## src/rtl/lcr_pkg.sv

```systemverilog
// ----------------------------------------------------------------------------
// lcr_pkg
// Types, constants and helpers shared by the load cell serial reader.
// ----------------------------------------------------------------------------
package lcr_pkg;

  localparam int DATA_BITS  = 24;
  localparam int SAMPLE_W   = 24;
  localparam int HALF_W     = 10;
  localparam int WAIT_W     = 32;
  localparam int FRAME_W    = 24;
  localparam int GAIN_W     = 2;
  localparam int STATUS_W   = 2;
  localparam int BIT_CNT_W  = $clog2(DATA_BITS + 4);
  localparam int EXT_W      = (DATA_BITS > SAMPLE_W) ? DATA_BITS : SAMPLE_W;
  localparam int APB_AW     = 4;
  localparam int APB_DW     = 32;

  localparam logic [FRAME_W-1:0] FRAME_MAX = {FRAME_W{1'b1}};

  localparam logic [HALF_W-1:0]  RST_HALF_PERIOD = HALF_W'(10);
  localparam logic [WAIT_W-1:0]  RST_READY_TMO   = WAIT_W'(1000000);
  localparam logic [FRAME_W-1:0] RST_FRAME_LIMIT = FRAME_W'(2500);
  localparam logic [GAIN_W-1:0]  RST_GAIN_PULSES = GAIN_W'(3);

  localparam logic [1:0] REG_HALF_PERIOD = 2'd0;
  localparam logic [1:0] REG_READY_TMO   = 2'd1;
  localparam logic [1:0] REG_FRAME_LIMIT = 2'd2;
  localparam logic [1:0] REG_GAIN_PULSES = 2'd3;

  localparam logic [STATUS_W-1:0] STATUS_OK      = 2'd0;
  localparam logic [STATUS_W-1:0] STATUS_TIMEOUT = 2'd1;
  localparam logic [STATUS_W-1:0] STATUS_OVERRUN = 2'd2;

  typedef struct packed {
    logic data_line;
    logic start_req;
  } in_item_t;

  typedef struct packed {
    logic                       serial_clock;
    logic                       busy_res;
    logic                       done_res;
    logic signed [SAMPLE_W-1:0] sample;
    logic [STATUS_W-1:0]        status;
  } out_item_t;

  typedef struct packed {
    logic [HALF_W-1:0]  clock_half_period;
    logic [WAIT_W-1:0]  ready_timeout;
    logic [FRAME_W-1:0] frame_limit;
    logic [GAIN_W-1:0]  gain_pulses;
  } cfg_t;

  // Sign-extend the shifted word and clamp it to the sample range.
  function automatic logic signed [SAMPLE_W-1:0] finish_sample(
    input logic [DATA_BITS-1:0] w
  );
    logic signed [EXT_W-1:0] e;
    logic signed [EXT_W-1:0] smax;
    logic signed [EXT_W-1:0] smin;
    logic signed [SAMPLE_W-1:0] r;
    e    = EXT_W'($signed(w));
    smax = EXT_W'($signed({1'b0, {(SAMPLE_W-1){1'b1}}}));
    smin = EXT_W'($signed({1'b1, {(SAMPLE_W-1){1'b0}}}));
    if (e > smax) begin
      r = smax[SAMPLE_W-1:0];
    end else if (e < smin) begin
      r = smin[SAMPLE_W-1:0];
    end else begin
      r = e[SAMPLE_W-1:0];
    end
    return r;
  endfunction

endpackage

```

## src/rtl/lcr_regs.sv

```systemverilog
// ----------------------------------------------------------------------------
// lcr_regs
// APB register file holding the reader's timing and gain configuration.
// ----------------------------------------------------------------------------
module lcr_regs (
  input  logic                      clk_i,
  input  logic                      rst_ni,
  input  logic                      psel,
  input  logic                      penable,
  input  logic                      pwrite,
  input  logic [lcr_pkg::APB_AW-1:0] paddr,
  input  logic [lcr_pkg::APB_DW-1:0] pwdata,
  output logic [lcr_pkg::APB_DW-1:0] prdata,
  output logic                      pready,
  output lcr_pkg::cfg_t             cfg_o
);

  lcr_pkg::cfg_t cfg_q;
  logic [1:0]    idx;
  logic          wr_en;

  assign idx    = paddr[lcr_pkg::APB_AW-1:2];
  assign wr_en  = psel && penable && pwrite;
  assign pready = 1'b1;
  assign cfg_o  = cfg_q;

  always_ff @(posedge clk_i or negedge rst_ni) begin
    if (!rst_ni) begin
      cfg_q.clock_half_period <= lcr_pkg::RST_HALF_PERIOD;
      cfg_q.ready_timeout     <= lcr_pkg::RST_READY_TMO;
      cfg_q.frame_limit       <= lcr_pkg::RST_FRAME_LIMIT;
      cfg_q.gain_pulses       <= lcr_pkg::RST_GAIN_PULSES;
    end else if (wr_en) begin
      case (idx)
        lcr_pkg::REG_HALF_PERIOD: cfg_q.clock_half_period <= pwdata[lcr_pkg::HALF_W-1:0];
        lcr_pkg::REG_READY_TMO:   cfg_q.ready_timeout     <= pwdata[lcr_pkg::WAIT_W-1:0];
        lcr_pkg::REG_FRAME_LIMIT: cfg_q.frame_limit       <= pwdata[lcr_pkg::FRAME_W-1:0];
        lcr_pkg::REG_GAIN_PULSES: cfg_q.gain_pulses       <= pwdata[lcr_pkg::GAIN_W-1:0];
        default: ;
      endcase
    end
  end

  always_comb begin
    case (idx)
      lcr_pkg::REG_HALF_PERIOD: prdata = lcr_pkg::APB_DW'(cfg_q.clock_half_period);
      lcr_pkg::REG_READY_TMO:   prdata = lcr_pkg::APB_DW'(cfg_q.ready_timeout);
      lcr_pkg::REG_FRAME_LIMIT: prdata = lcr_pkg::APB_DW'(cfg_q.frame_limit);
      lcr_pkg::REG_GAIN_PULSES: prdata = lcr_pkg::APB_DW'(cfg_q.gain_pulses);
      default:                  prdata = '0;
    endcase
  end

endmodule

```

## src/rtl/load_cell_adc_serial_reader.sv

```systemverilog
// ----------------------------------------------------------------------------
// load_cell_adc_serial_reader
// Tick-driven readout of a 24-bit serial load cell converter.
// ----------------------------------------------------------------------------
// Every input word is one time tick and yields exactly one output word. The
// block takes one word per clock cycle while the output side keeps up: the
// sequencer state and a single output register are updated in the same cycle
// an input word is accepted, so the figure is set by that one register stage
// and the output handshake. After a start request the block waits for the
// data line to fall, clocks out the data bits and the gain pulses, and
// reports the sample or a timeout or overrun status on the finishing tick.
module load_cell_adc_serial_reader (
  input  logic                       clk_i,
  input  logic                       rst_ni,
  input  logic                       in_valid_i,
  output logic                       in_ready_o,
  input  lcr_pkg::in_item_t          in_data_i,
  output logic                       out_valid_o,
  input  logic                       out_ready_i,
  output lcr_pkg::out_item_t         out_data_o,
  input  logic                       psel,
  input  logic                       penable,
  input  logic                       pwrite,
  input  logic [lcr_pkg::APB_AW-1:0] paddr,
  input  logic [lcr_pkg::APB_DW-1:0] pwdata,
  output logic [lcr_pkg::APB_DW-1:0] prdata,
  output logic                       pready
);

  typedef enum logic [1:0] {
    PH_IDLE,
    PH_WAIT,
    PH_SHIFT
  } phase_e;

  lcr_pkg::cfg_t cfg;

  phase_e                          phase_q, phase_d;
  logic [lcr_pkg::BIT_CNT_W-1:0]   bit_cnt_q, bit_cnt_d;
  logic [lcr_pkg::DATA_BITS-1:0]   shift_q, shift_d;
  logic [lcr_pkg::WAIT_W-1:0]      wait_cnt_q, wait_cnt_d;
  logic [lcr_pkg::FRAME_W-1:0]     frame_cnt_q, frame_cnt_d;
  logic [lcr_pkg::HALF_W-1:0]      half_cnt_q, half_cnt_d;
  logic                            level_q, level_d;
  lcr_pkg::out_item_t              out_q, out_d;
  logic                            out_valid_q;

  logic                            in_fire;
  logic [lcr_pkg::HALF_W-1:0]      hp;
  logic [lcr_pkg::HALF_W:0]        half_inc;
  logic [lcr_pkg::BIT_CNT_W-1:0]   bit_inc;
  logic [lcr_pkg::BIT_CNT_W-1:0]   bit_end;

  lcr_regs u_regs (
    .clk_i   (clk_i),
    .rst_ni  (rst_ni),
    .psel    (psel),
    .penable (penable),
    .pwrite  (pwrite),
    .paddr   (paddr),
    .pwdata  (pwdata),
    .prdata  (prdata),
    .pready  (pready),
    .cfg_o   (cfg)
  );

  assign in_ready_o  = !out_valid_q || out_ready_i;
  assign in_fire     = in_valid_i && in_ready_o;
  assign out_valid_o = out_valid_q;
  assign out_data_o  = out_q;

  assign hp       = (cfg.clock_half_period == '0) ? lcr_pkg::HALF_W'(1)
                                                  : cfg.clock_half_period;
  assign half_inc = {1'b0, half_cnt_q} + (lcr_pkg::HALF_W + 1)'(1);
  assign bit_inc  = bit_cnt_q + lcr_pkg::BIT_CNT_W'(1);
  assign bit_end  = lcr_pkg::BIT_CNT_W'(lcr_pkg::DATA_BITS)
                  + lcr_pkg::BIT_CNT_W'(cfg.gain_pulses);

  always_comb begin
    phase_d      = phase_q;
    bit_cnt_d    = bit_cnt_q;
    shift_d      = shift_q;
    wait_cnt_d   = wait_cnt_q;
    frame_cnt_d  = frame_cnt_q;
    half_cnt_d   = half_cnt_q;
    level_d      = level_q;
    out_d        = '0;

    case (phase_q)
      PH_IDLE: begin
        if (in_data_i.start_req) begin
          phase_d    = PH_WAIT;
          wait_cnt_d = '0;
        end
      end
      PH_WAIT: begin
        if (!in_data_i.data_line) begin
          phase_d     = PH_SHIFT;
          bit_cnt_d   = '0;
          shift_d     = '0;
          frame_cnt_d = '0;
          half_cnt_d  = '0;
          level_d     = 1'b1;
        end else if (wait_cnt_q >= cfg.ready_timeout) begin
          phase_d        = PH_IDLE;
          out_d.done_res = 1'b1;
          out_d.status   = lcr_pkg::STATUS_TIMEOUT;
        end else begin
          wait_cnt_d = wait_cnt_q + lcr_pkg::WAIT_W'(1);
        end
      end
      PH_SHIFT: begin
        out_d.serial_clock = level_q;
        if (frame_cnt_q != lcr_pkg::FRAME_MAX) begin
          frame_cnt_d = frame_cnt_q + lcr_pkg::FRAME_W'(1);
        end
        if (half_inc >= {1'b0, hp}) begin
          half_cnt_d = '0;
          if (level_q) begin
            if (bit_cnt_q < lcr_pkg::BIT_CNT_W'(lcr_pkg::DATA_BITS)) begin
              shift_d = {shift_q[lcr_pkg::DATA_BITS-2:0], in_data_i.data_line};
            end
            level_d = 1'b0;
          end else begin
            bit_cnt_d = bit_inc;
            if (bit_inc >= bit_end) begin
              phase_d        = PH_IDLE;
              out_d.done_res = 1'b1;
              if (frame_cnt_d > cfg.frame_limit) begin
                out_d.status = lcr_pkg::STATUS_OVERRUN;
              end else begin
                out_d.sample = lcr_pkg::finish_sample(shift_q);
              end
            end else begin
              level_d = 1'b1;
            end
          end
        end else begin
          half_cnt_d = half_inc[lcr_pkg::HALF_W-1:0];
        end
      end
      default: begin
        phase_d = PH_IDLE;
      end
    endcase

    out_d.busy_res = (phase_d != PH_IDLE);
  end

  always_ff @(posedge clk_i or negedge rst_ni) begin
    if (!rst_ni) begin
      phase_q     <= PH_IDLE;
      bit_cnt_q   <= '0;
      shift_q     <= '0;
      wait_cnt_q  <= '0;
      frame_cnt_q <= '0;
      half_cnt_q  <= '0;
      level_q     <= 1'b0;
      out_valid_q <= 1'b0;
      out_q       <= '0;
    end else begin
      if (in_fire) begin
        phase_q     <= phase_d;
        bit_cnt_q   <= bit_cnt_d;
        shift_q     <= shift_d;
        wait_cnt_q  <= wait_cnt_d;
        frame_cnt_q <= frame_cnt_d;
        half_cnt_q  <= half_cnt_d;
        level_q     <= level_d;
        out_q       <= out_d;
        out_valid_q <= 1'b1;
      end else if (out_ready_i) begin
        out_valid_q <= 1'b0;
      end
    end
  end

endmodule

```

## config.mk

```make
export PLATFORM = sky130hd
export DESIGN_NAME = load_cell_adc_serial_reader
export DESIGN_NICKNAME = d
export VERILOG_FILES = /design/src/rtl/lcr_pkg.sv /design/src/rtl/lcr_regs.sv /design/src/rtl/load_cell_adc_serial_reader.sv
export SDC_FILE = /design/constraint.sdc
export NUM_CORES = 1
export LEC_CHECK = 0
export BUFFER_PORTS_ARGS = -buffer_cell sky130_fd_sc_hd__buf_2
export CAP_MARGIN = 10
export CORE_MARGIN = 2
export CORE_UTILIZATION = 55
export DETAILED_ROUTE_END_ITERATION = 8
export GPL_TIMING_DRIVEN = 0
export PLACE_DENSITY = 0.82
export SYNTH_ARGS = -nofsm -noshare
export SYNTH_HDL_FRONTEND = slang
export SYNTH_HIERARCHICAL = 1
export SYNTH_SLANG_ARGS = --single-unit
```

## constraint.sdc

```tcl
create_clock -name clk_i -period 3.5 [get_ports clk_i]
set_input_delay 0.175 -clock clk_i [delete_from_list [all_inputs] [get_ports clk_i]]
set_output_delay 0.175 -clock clk_i [all_outputs]
set_load 0.02 [all_outputs]
```

Word level (Yosys, flattened, before mapping)
Index checks and enable logic that the tools add are counted.
{ "totals": {"word_cells": 114, "ff_bits": 196} }
{ "classes": {"muxes": 50, "eq_ne": 14, "n_lt_le_gt_ge": 7, "addsub": 5, "n_reduce_logical": 21} }
{ "op_table": {"columns": ["op", "n"], "rows": [
  ["two-way mux 24 bit", 10],
  ["one-hot mux 32 bit (4 select lines)", 1],
  ["two-way mux 32 bit", 3],
  ["one-hot mux 24 bit (2 select lines)", 2],
  ["two-way mux 27 bit", 3],
  ["one-hot mux 32 bit (2 select lines)", 1],
  ["adder 32 x 1 -> 32 bit, second input constant", 1],
  ["greater-or-equal comparator 32 bit", 1],
  ["two-way mux 10 bit", 3],
  ["adder 24 x 1 -> 24 bit, second input constant", 1],
  ["> comparator 24 bit", 1],
  ["> comparator 24 bit, second input constant", 1],
  ["< comparator 24 bit, second input constant", 1],
  ["inequality test 24 bit, second input constant", 1],
  ["one-hot mux 10 bit (2 select lines)", 1],
  ["inequality test 2 bit, second input constant", 8],
  ["two-way mux 5 bit", 3],
  ["two-way mux 2 bit", 7],
  ["adder 10 x 1 -> 11 bit, second input constant", 1],
  ["greater-or-equal comparator 11 x 10 -> 1 bit", 1],
  ["two-way mux 1 bit", 11],
  ["logical NOT 10 bit", 1],
  ["one-hot mux 5 bit (2 select lines)", 1],
  ["AND reduction 5 bit", 2],
  ["18 further kinds", 31]
]} }

Longest topological paths before layout
Gate-level depths: netlist of the first run.
{ "depth": {"word_depth": 9, "mapped_depth": 17, "mapped_depth_nobuf": 14} }

Modules after synthesis
Netlist of the first run, hierarchy kept.
{ "modules_own_cells": {"columns": ["mod", "area_each_um2", "cells_each", "n_inst"], "rows": [
  ["load_cell_adc_serial_reader", 8852.2, 1058, 1],
  ["lcr_regs", 3150.5, 208, 1]
]} }

Worst setup path before layout of the first run
Ideal clock, no wire load.
{ "synth_timing": {"kind": "reg-to-reg", "start": "reg frame_cnt_q[6] (netlist bit)", "end": "reg out_q (netlist bit out_data_o[10])", "path_buffers": 2, "slack_ps": 74, "setup_time_ps": 133, "arrival_time_ps": 3293, "path_stages_with_launch": 16, "synth_period_minus_slack_ps": 3426, "path_cell_list": "dfrtp_1 clkbuf_1 nand4_1 nor4_1 nand3_1 nor2_1 mux2_2 ha_1 nor2b_1 o21a_1 o21ai_0 a21oi_1 o22ai_1 a21oi_1 clkbuf_1 o21ai_0"} }
{ "synth_via": {"elab_chain_len": 9} }
{ "synth_rtl": {"columns": ["item", "line_no", "rtl"], "rows": [
  ["start: declaration", "load_cell_adc_serial_reader.sv:42", "logic [lcr_pkg::FRAME_W-1:0] frame_cnt_q, frame_cnt_d;"],
  ["start signal: assignment", "load_cell_adc_serial_reader.sv:167", "frame_cnt_q <= frame_cnt_d;"],
  ["adder 24 x 1 -> 24 bit / inequality test 24 bit (equally long branches)", "load_cell_adc_serial_reader.sv:115, load_cell_adc_serial_reader.sv:114", null],
  ["two-way mux 24 bit (*)", "load_cell_adc_serial_reader.sv:114", "if (frame_cnt_q != lcr_pkg::FRAME_MAX) begin"],
  ["two-way mux 24 bit (*)", "load_cell_adc_serial_reader.sv:89", "case (phase_q)"],
  ["> comparator 24 bit (*)", "load_cell_adc_serial_reader.sv:129", "if (frame_cnt_d > cfg.frame_limit) begin"],
  ["two-way mux 24 bit (*)", "load_cell_adc_serial_reader.sv:129", null],
  ["two-way mux 27 bit (*)", "load_cell_adc_serial_reader.sv:126", "if (bit_inc >= bit_end) begin"],
  ["two-way mux 27 bit (*)", "load_cell_adc_serial_reader.sv:119", "if (level_q) begin"],
  ["two-way mux 27 bit (*)", "load_cell_adc_serial_reader.sv:117", "if (half_inc >= {1'b0, hp}) begin"],
  ["two-way mux 24 bit (*)", "load_cell_adc_serial_reader.sv:89", null],
  ["end signal: assignment", "load_cell_adc_serial_reader.sv:170", "out_q <= out_d;"],
  ["end: declaration", "load_cell_adc_serial_reader.sv:45", "lcr_pkg::out_item_t out_q, out_d;"]
]} }
Mark *: on every way between the ends. The rest lies on a longest branch, timed or not. The select of a mux whose other input is x is not followed.
A chain may end at the register's enable or synchronous reset.

Final worst setup path of the first run
{ "layout_timing": {"start": "reg frame_cnt_q[16] (netlist bit)", "end": "reg out_q (netlist bit out_data_o[8])"} }
Same word-level chain as after synthesis.

==> results of run 1 <==
## flip-flops by register name, summed over array words and instances (netlist names)
signal        cells
u_regs/cfg_o     68
out_data_o       29
half_cnt_q       10
frame_cnt_q      24
out_valid_o       1
level_q           1
shift_q          24
phase_q           2
wait_cnt_q       32
bit_cnt_q         5
## final timing paths
kind,start,slack (ps),to,cells after the start
setup / recovery,frame_cnt_q[16],10,out_data_o[8],16
min in group asynchronous,rst_ni,300,wait_cnt_q[27],2
setup reg to reg,frame_cnt_q[16],10,out_data_o[8],16
hold / removal,pwdata[6],4,u_regs/cfg_o[64],2
hold reg to reg,out_data_o[8],490,out_data_o[8],2
max in group asynchronous,rst_ni,2180,frame_cnt_q[16],3
## cells by family (layout without fill, tap and decap cells)
group / count (synthesis) / after routing
other: 1 / 1
adders and majority gates: 76 / 76
DFF: 196 / 196
buffers and inverters: 177 / 367
AOI/OAI and AO/OA: 224 / 224
and+or+nand+nor: 436 / 436
xor gates and xnor gates: 29 / 29
muxes: 127 / 127
## repair_timing
action                                  CTS  global route
hold buffers                             32             0
pin swaps                                 9            19
hold endpoints to repair                126             0
endpoints found under the setup margin   63            52
buffers inserted                          7            18
resized for setup                        37            65
cloned                                    1             0
## metal layers
metal | wire [um] | track usage [%] | vias to the layer above | part of all wire [%]
li1 | - | - | 4826 | -
met1 | 13080 | 35.64 | 5133 | 39
met2 | 16970 | 49.03 | 518 | 50
met5 | 0 | 0 | - | 0
met4 | 1327 | 11.85 | 0 | 3.9
met3 | 2414 | 5.629 | 124 | 7.1
## critical path, cell delays in order (launching register included)
cell and delay, ps:
dfrtp_2 380, nand3_1 160, nor4_4 310, buf_6 170, nand4_1 150, and2_4 210, nand4_1 210, xnor2_2 120
ha_1 320, nand4_1 180, nor4_4 370, buf_4 180, o22ai_4 70, a21oi_4 160, buf_12 160, buf_8 130
o21ai_0 80
## power by group
part           switching, W  total [W]  internal, W  leakage [nW]
Clock               0.00116    0.00219      0.00103         0.323
Sequential         0.000590    0.00338      0.00279          2.50
Combinational       0.00180    0.00316      0.00135          3.94
## stage by stage
step	setup slack [ps]	setup TNS (ps)	total power [W]
after floorplan	74.22	0	0.005167
after global placement	-1063	-219670	0.005888
after detailed placement	-1106	-35900	0.006048
after CTS	-17.60	-17.60	0.008436
after global routing	-115.8	-1858	0.009168
final	13.20	0	0.008719
## cell type report
class                   count  share of cell area [%]
flip-flops and latches    196                   34.20
inverters                 108                   2.811
plain buffers              64                   2.464
well taps                 280                   2.429
clock buffers              17                   2.949
clock inverters            15                   1.692
multi-input cells         893                   45.88
repair buffers            163                   7.582
## layout by cell type (no fill, tap or decap), types with 36 or more instances in the layout
master   Yosys  layout
buf_2       13     114
dfrtp_1    180     174
ha_1        76      75
inv_1      108     107
mux2_2      40      40
mux2i_1     55      55
nand2_1    172     169
nand3_1     63      59
nand4_1     36      36
o21ai_0     86      71
==> results_tabular.tex, run 1 <==
\begin{tabular}{lr}
\hline
Metric & Value \\
\hline
\multicolumn{2}{l}{\textbf{Layout}} \\
\quad Number of diodes added for antenna fixing & 0 \\
\quad Signed area change from the synthesized netlist to the final layout & 20.17\% \\
\quad Layout fillers & 1,534 \\
\quad Combined area of the multi-input logic cells & between 0.006 and 0.007 mm2 \\
\quad Final non-filler cell total & 1,736 \\
\quad End-of-flow core utilization & around two thirds \\
\quad Layout net count & 1,564 \\
\quad Post-route cell area & 0.01442 mm2 \\
\quad Share of cells above drive strength 1 & 23.01\% \\
\quad Register area & 0.004932 mm2 \\
\multicolumn{2}{l}{\textbf{Drt}} \\
\quad TritonRoute pass-1 iters & 5 \\
\quad Total via count in the routed design & about 11,000 \\
\quad Routed vias/inst & 6.107 \\
\quad Post-detailed-route DRC marker count & 0 \\
\quad Total wire length & 33,790 um \\
\quad Remaining number of nets flagged by the antenna check after routing & 0 \\
\quad Per-cell routed wire length & just under 20 um \\
\quad DR iter-0 viols & 1,009 \\
\multicolumn{2}{l}{\textbf{Clocking}} \\
\quad Maximum count of clock buffers along a single path & 2 \\
\quad Post-CTS clock slew at the launch and capture registers of the worst setup and hold paths & 100 ps \\
\quad \# clock sinks & $\sim$200 \\
\quad CTS tree & yes \\
\quad Clock network latency to the later pin of the worst-skew pair & between 400 and 500 ps \\
\quad Number of CTS-inserted buffers & 17 \\
\quad Number of levels in the clock H-tree & 4 \\
\quad Cell at the root of the clock tree & clkbuf\_16 \\
\multicolumn{2}{l}{\textbf{Setup path}} \\
\quad Crit end category & flop \\
\quad Worst Path Max Fanout & 10 \\
\quad Critical path data arrival time & 3840 ps \\
\quad Category of the worst setup path launch point & flop \\
\quad Type of the worst setup path & flop to flop \\
\quad Data required time of the critical path & 3850 ps \\
\multicolumn{2}{l}{\textbf{Hold path}} \\
\quad Worst hold path class & input pin to flop \\
\multicolumn{2}{l}{\textbf{Floorplan}} \\
\quad Vertical die dimension & roughly 150 um \\
\quad Overall die width & 151.7 um \\
\quad Top-Level Pins & 109 \\
\quad Initial core utilization & 55.52\% \\
\quad Core Rows & 54 \\
\quad Die area & 0.02302 mm2 \\
\quad Area inside the core boundary & around 0.022 mm2 \\
\multicolumn{2}{l}{\textbf{Logic synthesis}} \\
\quad Leading cell type by number of instances after synthesis & dfrtp\_1 \\
\quad Area share of the leading cell type in the synthesized netlist & a little under two fifths \\
\quad Synth area leaders & dfrtp\_1 (38\%), ha\_1 (7.9\%), nand2\_1 (5.4\%) \\
\quad Synthesized-area fraction occupied by adder cells & 7.922\% \\
\quad Distinct cell type count after synthesis & 67 \\
\quad Flip-flop and latch count after synthesis & slightly below 200 \\
\quad Dominant cell type by area after synthesis & dfrtp\_1 \\
\quad Post-synthesis compound-gate area fraction & 12.18\% \\
\quad XOR/XNOR Fraction of Synth Area & 2.116\% \\
\quad Simple-gate share of the synthesized area & 18.12\% \\
\quad Leading register cell type out of synthesis & dfrtp\_1 \\
\quad Proportion of synthesized area in mux cells & 12.47\% \\
\quad Total nets after synthesis & 1,387 \\
\quad Post-Synthesis Cells & $\sim$1,300 \\
\quad Fraction of synthesis flops using an asynchronous set or reset pin & 100.0\% \\
\quad Share of synthesized area occupied by flip-flops and latches & 41.03\% \\
\quad Post-synthesis instance area & 0.01200 mm2 \\
\quad Top cells by instance count after synthesis & dfrtp\_1 (180), nand2\_1 (172), inv\_1 (108) \\
\quad Synthesized area divided by synthesized cell count & around 9.5 um2 \\
\quad Number of enable-type register cells in the synthesized netlist & 0 \\
\quad Count of yosys warnings during synthesis & 6 \\
\quad Combinational family with the most area after synthesis & simple AND/OR/NAND/NOR gates \\
\multicolumn{2}{l}{\textbf{Power and ir drop}} \\
\quad Leakage power total & 6.768 nW \\
\quad Maximum resistive drop on vdd & approximately 330 uV \\
\quad Power density cells & 604.5 mW/mm2 \\
\multicolumn{2}{l}{\textbf{Timing}} \\
\quad Worst Clk Skew & 16.03 ps \\
\quad Unrepaired setup endpoints after global routing & true \\
\quad Maximum operating frequency & between 200 and 300 MHz \\
\quad Worst-Margin Slew & between 700 and 800 ps \\
\quad Period minus WS final & 3487 ps \\
\quad Max Slew Vio Count & 0 \\
\quad Share of the cycle needed by the critical path after routing & approximately 100\% \\
\quad Setup Viol. Count Final & 0 \\
\quad Final-layout worst hold slack & 3.690 ps \\
\quad Worst-case headroom to the max-slew limit & 48.18\% \\
\quad Final Hold Violating Endpoints & 0 \\
\multicolumn{2}{l}{\textbf{Placed design}} \\
\quad Total cell area at the placement stage & 0.01291 mm2 \\
\quad Detailed placer's ending HPWL & about 22,000 um \\
\quad Global placement routability congestion & roughly 0.94 \\
\quad Cells after DPL & 1,651 \\
\quad Number of buffers inserted by port buffering & 104 \\
\multicolumn{2}{l}{\textbf{Global routing}} \\
\quad Global-route wire length before repair & 51,440 um \\
\quad GRT Resource Usage Total & 28.70\% \\
\quad Antenna violations before repair & 0 \\
\quad Pin count of the biggest net entering global routing & 109 \\
\quad Residual overflow from global routing & 0 \\
\quad Vias in the first global route & 10,100 \\
\multicolumn{2}{l}{\textbf{Status}} \\
\quad Result of the run & finished, final reports clean \\
\multicolumn{2}{l}{\textbf{Flow run}} \\
\quad Number of max-cap violations & 0 \\
\hline
\end{tabular}
Note: power is estimated with default switching activity, not from simulation.
==> run 2: changes to the inputs <==
--- a/config.mk
+++ b/config.mk
@@ -7,12 +7,13 @@
 export LEC_CHECK = 0
 export BUFFER_PORTS_ARGS = -buffer_cell sky130_fd_sc_hd__buf_2
 export CAP_MARGIN = 10
+export CELL_PAD_IN_SITES_DETAIL_PLACEMENT = 0
+export CELL_PAD_IN_SITES_GLOBAL_PLACEMENT = 2
 export CORE_MARGIN = 2
-export CORE_UTILIZATION = 55
+export CORE_UTILIZATION = 34
 export DETAILED_ROUTE_END_ITERATION = 8
 export GPL_TIMING_DRIVEN = 0
-export PLACE_DENSITY = 0.82
+export PLACE_DENSITY = 0.81
 export SYNTH_ARGS = -nofsm -noshare
 export SYNTH_HDL_FRONTEND = slang
-export SYNTH_HIERARCHICAL = 1
 export SYNTH_SLANG_ARGS = --single-unit
==> results_tabular.tex, run 2 <==
\begin{tabular}{lr}
\hline
Metric & Value \\
\hline
\multicolumn{2}{l}{\textbf{Drt}} \\
\quad Remaining number of nets flagged by the antenna check after routing & 0 (unchanged) \\
\quad Per-cell routed wire length & 17.42 um (was 19.46 um) \\
\quad Post-detailed-route DRC marker count & 0 (unchanged) \\
\quad Routed vias/inst & 5.117 (was 6.107) \\
\quad DR iter-0 viols & 623 (was 1,009) \\
\quad TritonRoute pass-1 iters & 5 (unchanged) \\
\quad Total via count in the routed design & 9,604 (was 10,600) \\
\quad Total wire length & 32,710 um (was 33,790 um) \\
\multicolumn{2}{l}{\textbf{Logic synthesis}} \\
\quad Count of yosys warnings during synthesis & 0 (was 6) \\
\quad Synthesized area divided by synthesized cell count & 9.178 um2 (was 9.481 um2) \\
\quad Total nets after synthesis & 1,333 (was 1,387) \\
\quad Post-synthesis compound-gate area fraction & 17.05\% (was 12.18\%) \\
\quad Leading cell type by number of instances after synthesis & nand2\_1 (was dfrtp\_1) \\
\quad Fraction of synthesis flops using an asynchronous set or reset pin & 100.0\% (unchanged) \\
\quad Simple-gate share of the synthesized area & 18.26\% (was 18.12\%) \\
\quad Distinct cell type count after synthesis & 63 (was 67) \\
\quad Combinational family with the most area after synthesis & simple AND/OR/NAND/NOR gates (unchanged) \\
\quad Synth area leaders & dfrtp\_1 (40\%), ha\_1 (8.5\%), nand2\_1 (6.4\%) (was dfrtp\_1 (38\%), ha\_1 (7.9\%), nand2\_1 (5.4\%)) \\
\quad Share of synthesized area occupied by flip-flops and latches & 44.27\% (was 41.03\%) \\
\quad Proportion of synthesized area in mux cells & 3.386\% (was 12.47\%) \\
\quad XOR/XNOR Fraction of Synth Area & 3.150\% (was 2.116\%) \\
\quad Leading register cell type out of synthesis & dfrtp\_1 (unchanged) \\
\quad Dominant cell type by area after synthesis & dfrtp\_1 (unchanged) \\
\quad Post-synthesis instance area & 0.01112 mm2 (was 0.01200 mm2) \\
\quad Number of enable-type register cells in the synthesized netlist & 0 (unchanged) \\
\quad Synthesized-area fraction occupied by adder cells & 8.549\% (was 7.922\%) \\
\quad Flip-flop and latch count after synthesis & 196 (unchanged) \\
\quad Post-Synthesis Cells & 1,212 (was 1,266) \\
\quad Top cells by instance count after synthesis & nand2\_1 (190), dfrtp\_1 (180), o21ai\_0 (132) (was dfrtp\_1 (180), nand2\_1 (172), inv\_1 (108)) \\
\quad Area share of the leading cell type in the synthesized netlist & 40.49\% (was 37.53\%) \\
\multicolumn{2}{l}{\textbf{Global routing}} \\
\quad GRT Resource Usage Total & 19.54\% (was 28.70\%) \\
\quad Vias in the first global route & 9,353 (was 10,100) \\
\quad Pin count of the biggest net entering global routing & 102 (was 109) \\
\quad Residual overflow from global routing & 0 (unchanged) \\
\quad Antenna violations before repair & 1 (was 0) \\
\quad Global-route wire length before repair & 51,870 um (was 51,440 um) \\
\multicolumn{2}{l}{\textbf{Status}} \\
\quad Failing checks & setup timing \\
\quad Result of the run & finished, violations left (was finished, final reports clean) \\
\multicolumn{2}{l}{\textbf{Setup path}} \\
\quad Data required time of the critical path & 3840 ps (was 3850 ps) \\
\quad Worst Path Max Fanout & 10 (unchanged) \\
\quad End of the worst register-to-register path & out\_data\_o[15] (was out\_data\_o[8]) \\
\quad R2R depth & 18 (was 16) \\
\quad Crit end category & flop (unchanged) \\
\quad Type of the worst setup path & flop to flop (unchanged) \\
\quad R2R Path Start & frame\_cnt\_q[9] (was frame\_cnt\_q[16]) \\
\quad Category of the worst setup path launch point & flop (unchanged) \\
\quad Worst reg-to-reg setup slack & -590 ps (was 10 ps) \\
\quad Critical path data arrival time & 4430 ps (was 3840 ps) \\
\multicolumn{2}{l}{\textbf{Clocking}} \\
\quad Maximum count of clock buffers along a single path & 2 (unchanged) \\
\quad \# clock sinks & 196 (unchanged) \\
\quad Clock network latency to the later pin of the worst-skew pair & 460 ps (about the same) \\
\quad Cell at the root of the clock tree & clkbuf\_16 (unchanged) \\
\quad Number of CTS-inserted buffers & 17 (unchanged) \\
\quad Post-CTS clock slew at the launch and capture registers of the worst setup and hold paths & 80 ps (was 100 ps) \\
\quad CTS tree & yes (unchanged) \\
\quad Number of levels in the clock H-tree & 4 (unchanged) \\
\multicolumn{2}{l}{\textbf{Floorplan}} \\
\quad Core Rows & 66 (was 54) \\
\quad Die area & 0.03418 mm2 (was 0.02302 mm2) \\
\quad Initial core utilization & 34.36\% (was 55.52\%) \\
\quad Area inside the core boundary & 0.03237 mm2 (was 0.02162 mm2) \\
\quad Vertical die dimension & 184.9 um (was 151.7 um) \\
\quad Overall die width & 184.9 um (was 151.7 um) \\
\quad Top-Level Pins & 109 (unchanged) \\
\multicolumn{2}{l}{\textbf{Placed design}} \\
\quad Detailed placer's ending HPWL & 23,550 um (was 22,470 um) \\
\quad Cells after DPL & 1,759 (was 1,651) \\
\quad Number of buffers inserted by port buffering & 103 (was 104) \\
\quad Global placement routability congestion & 0.8296 (was 0.9437) \\
\quad Placement Setup Slack & -899.1 ps (was -1106 ps) \\
\multicolumn{2}{l}{\textbf{Timing}} \\
\quad Period minus WS final & 4090 ps (was 3487 ps) \\
\quad Worst-Margin Slew & 798.6 ps (was 773.1 ps) \\
\quad Sum Neg Setup Slack & -14,450 ps (was 0 ps) \\
\quad Maximum operating frequency & 244.5 MHz (was 286.8 MHz) \\
\quad Worst-case headroom to the max-slew limit & 46.20\% (was 48.18\%) \\
\quad Final Hold Violating Endpoints & 0 (unchanged) \\
\quad Setup Viol. Count Final & 26 (was 0) \\
\quad Final-layout worst hold slack & 15.76 ps (was 3.690 ps) \\
\quad Worst setup margin & -590.3 ps (was 13.20 ps) \\
\quad Max Slew Vio Count & 0 (unchanged) \\
\quad Share of the cycle needed by the critical path after routing & 116.9\% (was 99.62\%) \\
\quad Worst Clk Skew & 12.78 ps (was 16.03 ps) \\
\quad Unrepaired setup endpoints after global routing & true (unchanged) \\
\multicolumn{2}{l}{\textbf{Layout}} \\
\quad Number of diodes added for antenna fixing & 0 (unchanged) \\
\quad Signed area change from the synthesized netlist to the final layout & 24.48\% (was 20.17\%) \\
\quad Layout net count & 1,543 (was 1,564) \\
\quad Layout fillers & 3,257 (was 1,534) \\
\quad Share of cells above drive strength 1 & 19.86\% (was 23.01\%) \\
\quad Most frequent cells in the layout & nand2\_1 (188), dfrtp\_1 (176), o21ai\_0 (130) (was dfrtp\_1 (174), nand2\_1 (169), buf\_2 (114)) \\
\quad Max reg flops & 68 (unchanged) \\
\quad Most common cell after layout, fill and taps aside & nand2\_1 (was dfrtp\_1) \\
\quad Final non-filler cell total & 1,877 (was 1,736) \\
\multicolumn{2}{l}{\textbf{Power and ir drop}} \\
\quad Leakage power total & 6.479 nW (was 6.768 nW) \\
\quad Maximum resistive drop on vdd & 373.8 uV (was 333.6 uV) \\
\quad Power density cells & 492.5 mW/mm2 (was 604.5 mW/mm2) \\
\multicolumn{2}{l}{\textbf{Hold path}} \\
\quad Cell depth of the worst min-delay path & 3 (was 2) \\
\quad Worst hold path class & input pin to flop (unchanged) \\
\quad Worst hold path endpoint & shift\_q[0] (was u\_regs/cfg\_o[64]) \\
\quad Min-delay src & in\_data\_i[1] (was pwdata[6]) \\
\multicolumn{2}{l}{\textbf{Flow run}} \\
\quad Number of max-cap violations & 0 (unchanged) \\
\hline
\end{tabular}
[run 2: cell count changes after synthesis, moves of 8 or more]
| cell | previous run | this run |
|---|---|---|
| inv_1 | 108 | 90 |
| mux2i_1 | 55 | 14 |
| a21o_1 | 6 | 14 |
| mux2_4 | 30 | 0 |
| nand2_1 | 172 | 190 |
| o211ai_1 | 14 | 3 |
| clkbuf_1 | 44 | 52 |
| nand3_1 | 63 | 44 |
| mux2_2 | 40 | 17 |
| o21ai_0 | 86 | 132 |
| a22o_1 | 25 | 53 |
[run 2: worst max path at each step]
stage | from | to | slack (ps) | cells past startpoint
after floorplan | frame_cnt_q[9] | out_data_o[5] | -120 | 16
after global placement | rst_ni | out_valid_o | -1410 | 1
after detailed placement | frame_cnt_q[7] | out_data_o[6] | -900 | 16
after CTS | frame_cnt_q[9] | out_data_o[12] | -570 | 18
after global routing | frame_cnt_q[9] | out_data_o[13] | -710 | 18
final | frame_cnt_q[9] | out_data_o[15] | -590 | 18
[run 2: logic make-up after synthesis]
logic type	Yosys count
AND/OR/NAND/NOR	416
AO/OA/AOI/OAI	297
flip-flops	196
buffers and inverters	153
adder cells (fa/ha/maj)	76
XOR/XNOR	40
multiplexers	33
other	1
[run 2: stage by stage]
step                      power, W  util (%)  cell area (um2)
after global placement    0.004630     37.86            12250
after floorplan           0.004038         -            11190
after detailed placement  0.004679     37.99            12300
final                     0.006818     42.77            13850
after global routing      0.007246     42.77            13850
after CTS                 0.006877     42.21            13660
[run 2: per-layer routing]
metal	share of wire [%]	up-vias	global-route usage [%]
met3	2.7	41	2.536
li1	-	4694	-
met1	48	4699	27.14
met5	0	-	0
met4	1.9	0	5.714
met2	47	170	31.85
[run 2: timing repair]
item	CTS	global route
endpoints found under the hold margin	144	0
resized for setup	27	28
hold buffers	32	0
buffers inserted	42	11
endpoints found under the setup margin	49	53
cloned	0	1
pin swaps	9	18
[run 2: critical path: stages, from the launching register on]
cell and delay, ps:
dfrtp_1 340, buf_6 100, nand4_1 110, or4_4 630
nor3_4 290, buf_6 160, nor4_4 40, nand2_2 110
xnor2_2 80, ha_1 320, nand2_2 60, or3_4 370
nand3b_1 280, a21oi_2 220, o32ai_4 140, and4_1 240
buf_6 140, buf_8 140, a22o_1 180
[run 2: where the power goes]
group	internal, W	switching (W)
logic	0.000708	0.00113
clock network	0.00109	0.00101
registers	0.00260	0.000276
[run 2: final cells by class]
class	count	area (um2)	area share [%]
plain buffers	62	311.5	2.250
well taps	442	553.0	3.994
repair buffers	191	1305	9.425
inverters	91	341.6	2.467
flip-flops and latches	196	4930	35.60
clock inverters	14	182.7	1.319
multi-input cells	863	5793	41.84
clock buffers	18	429.2	3.100
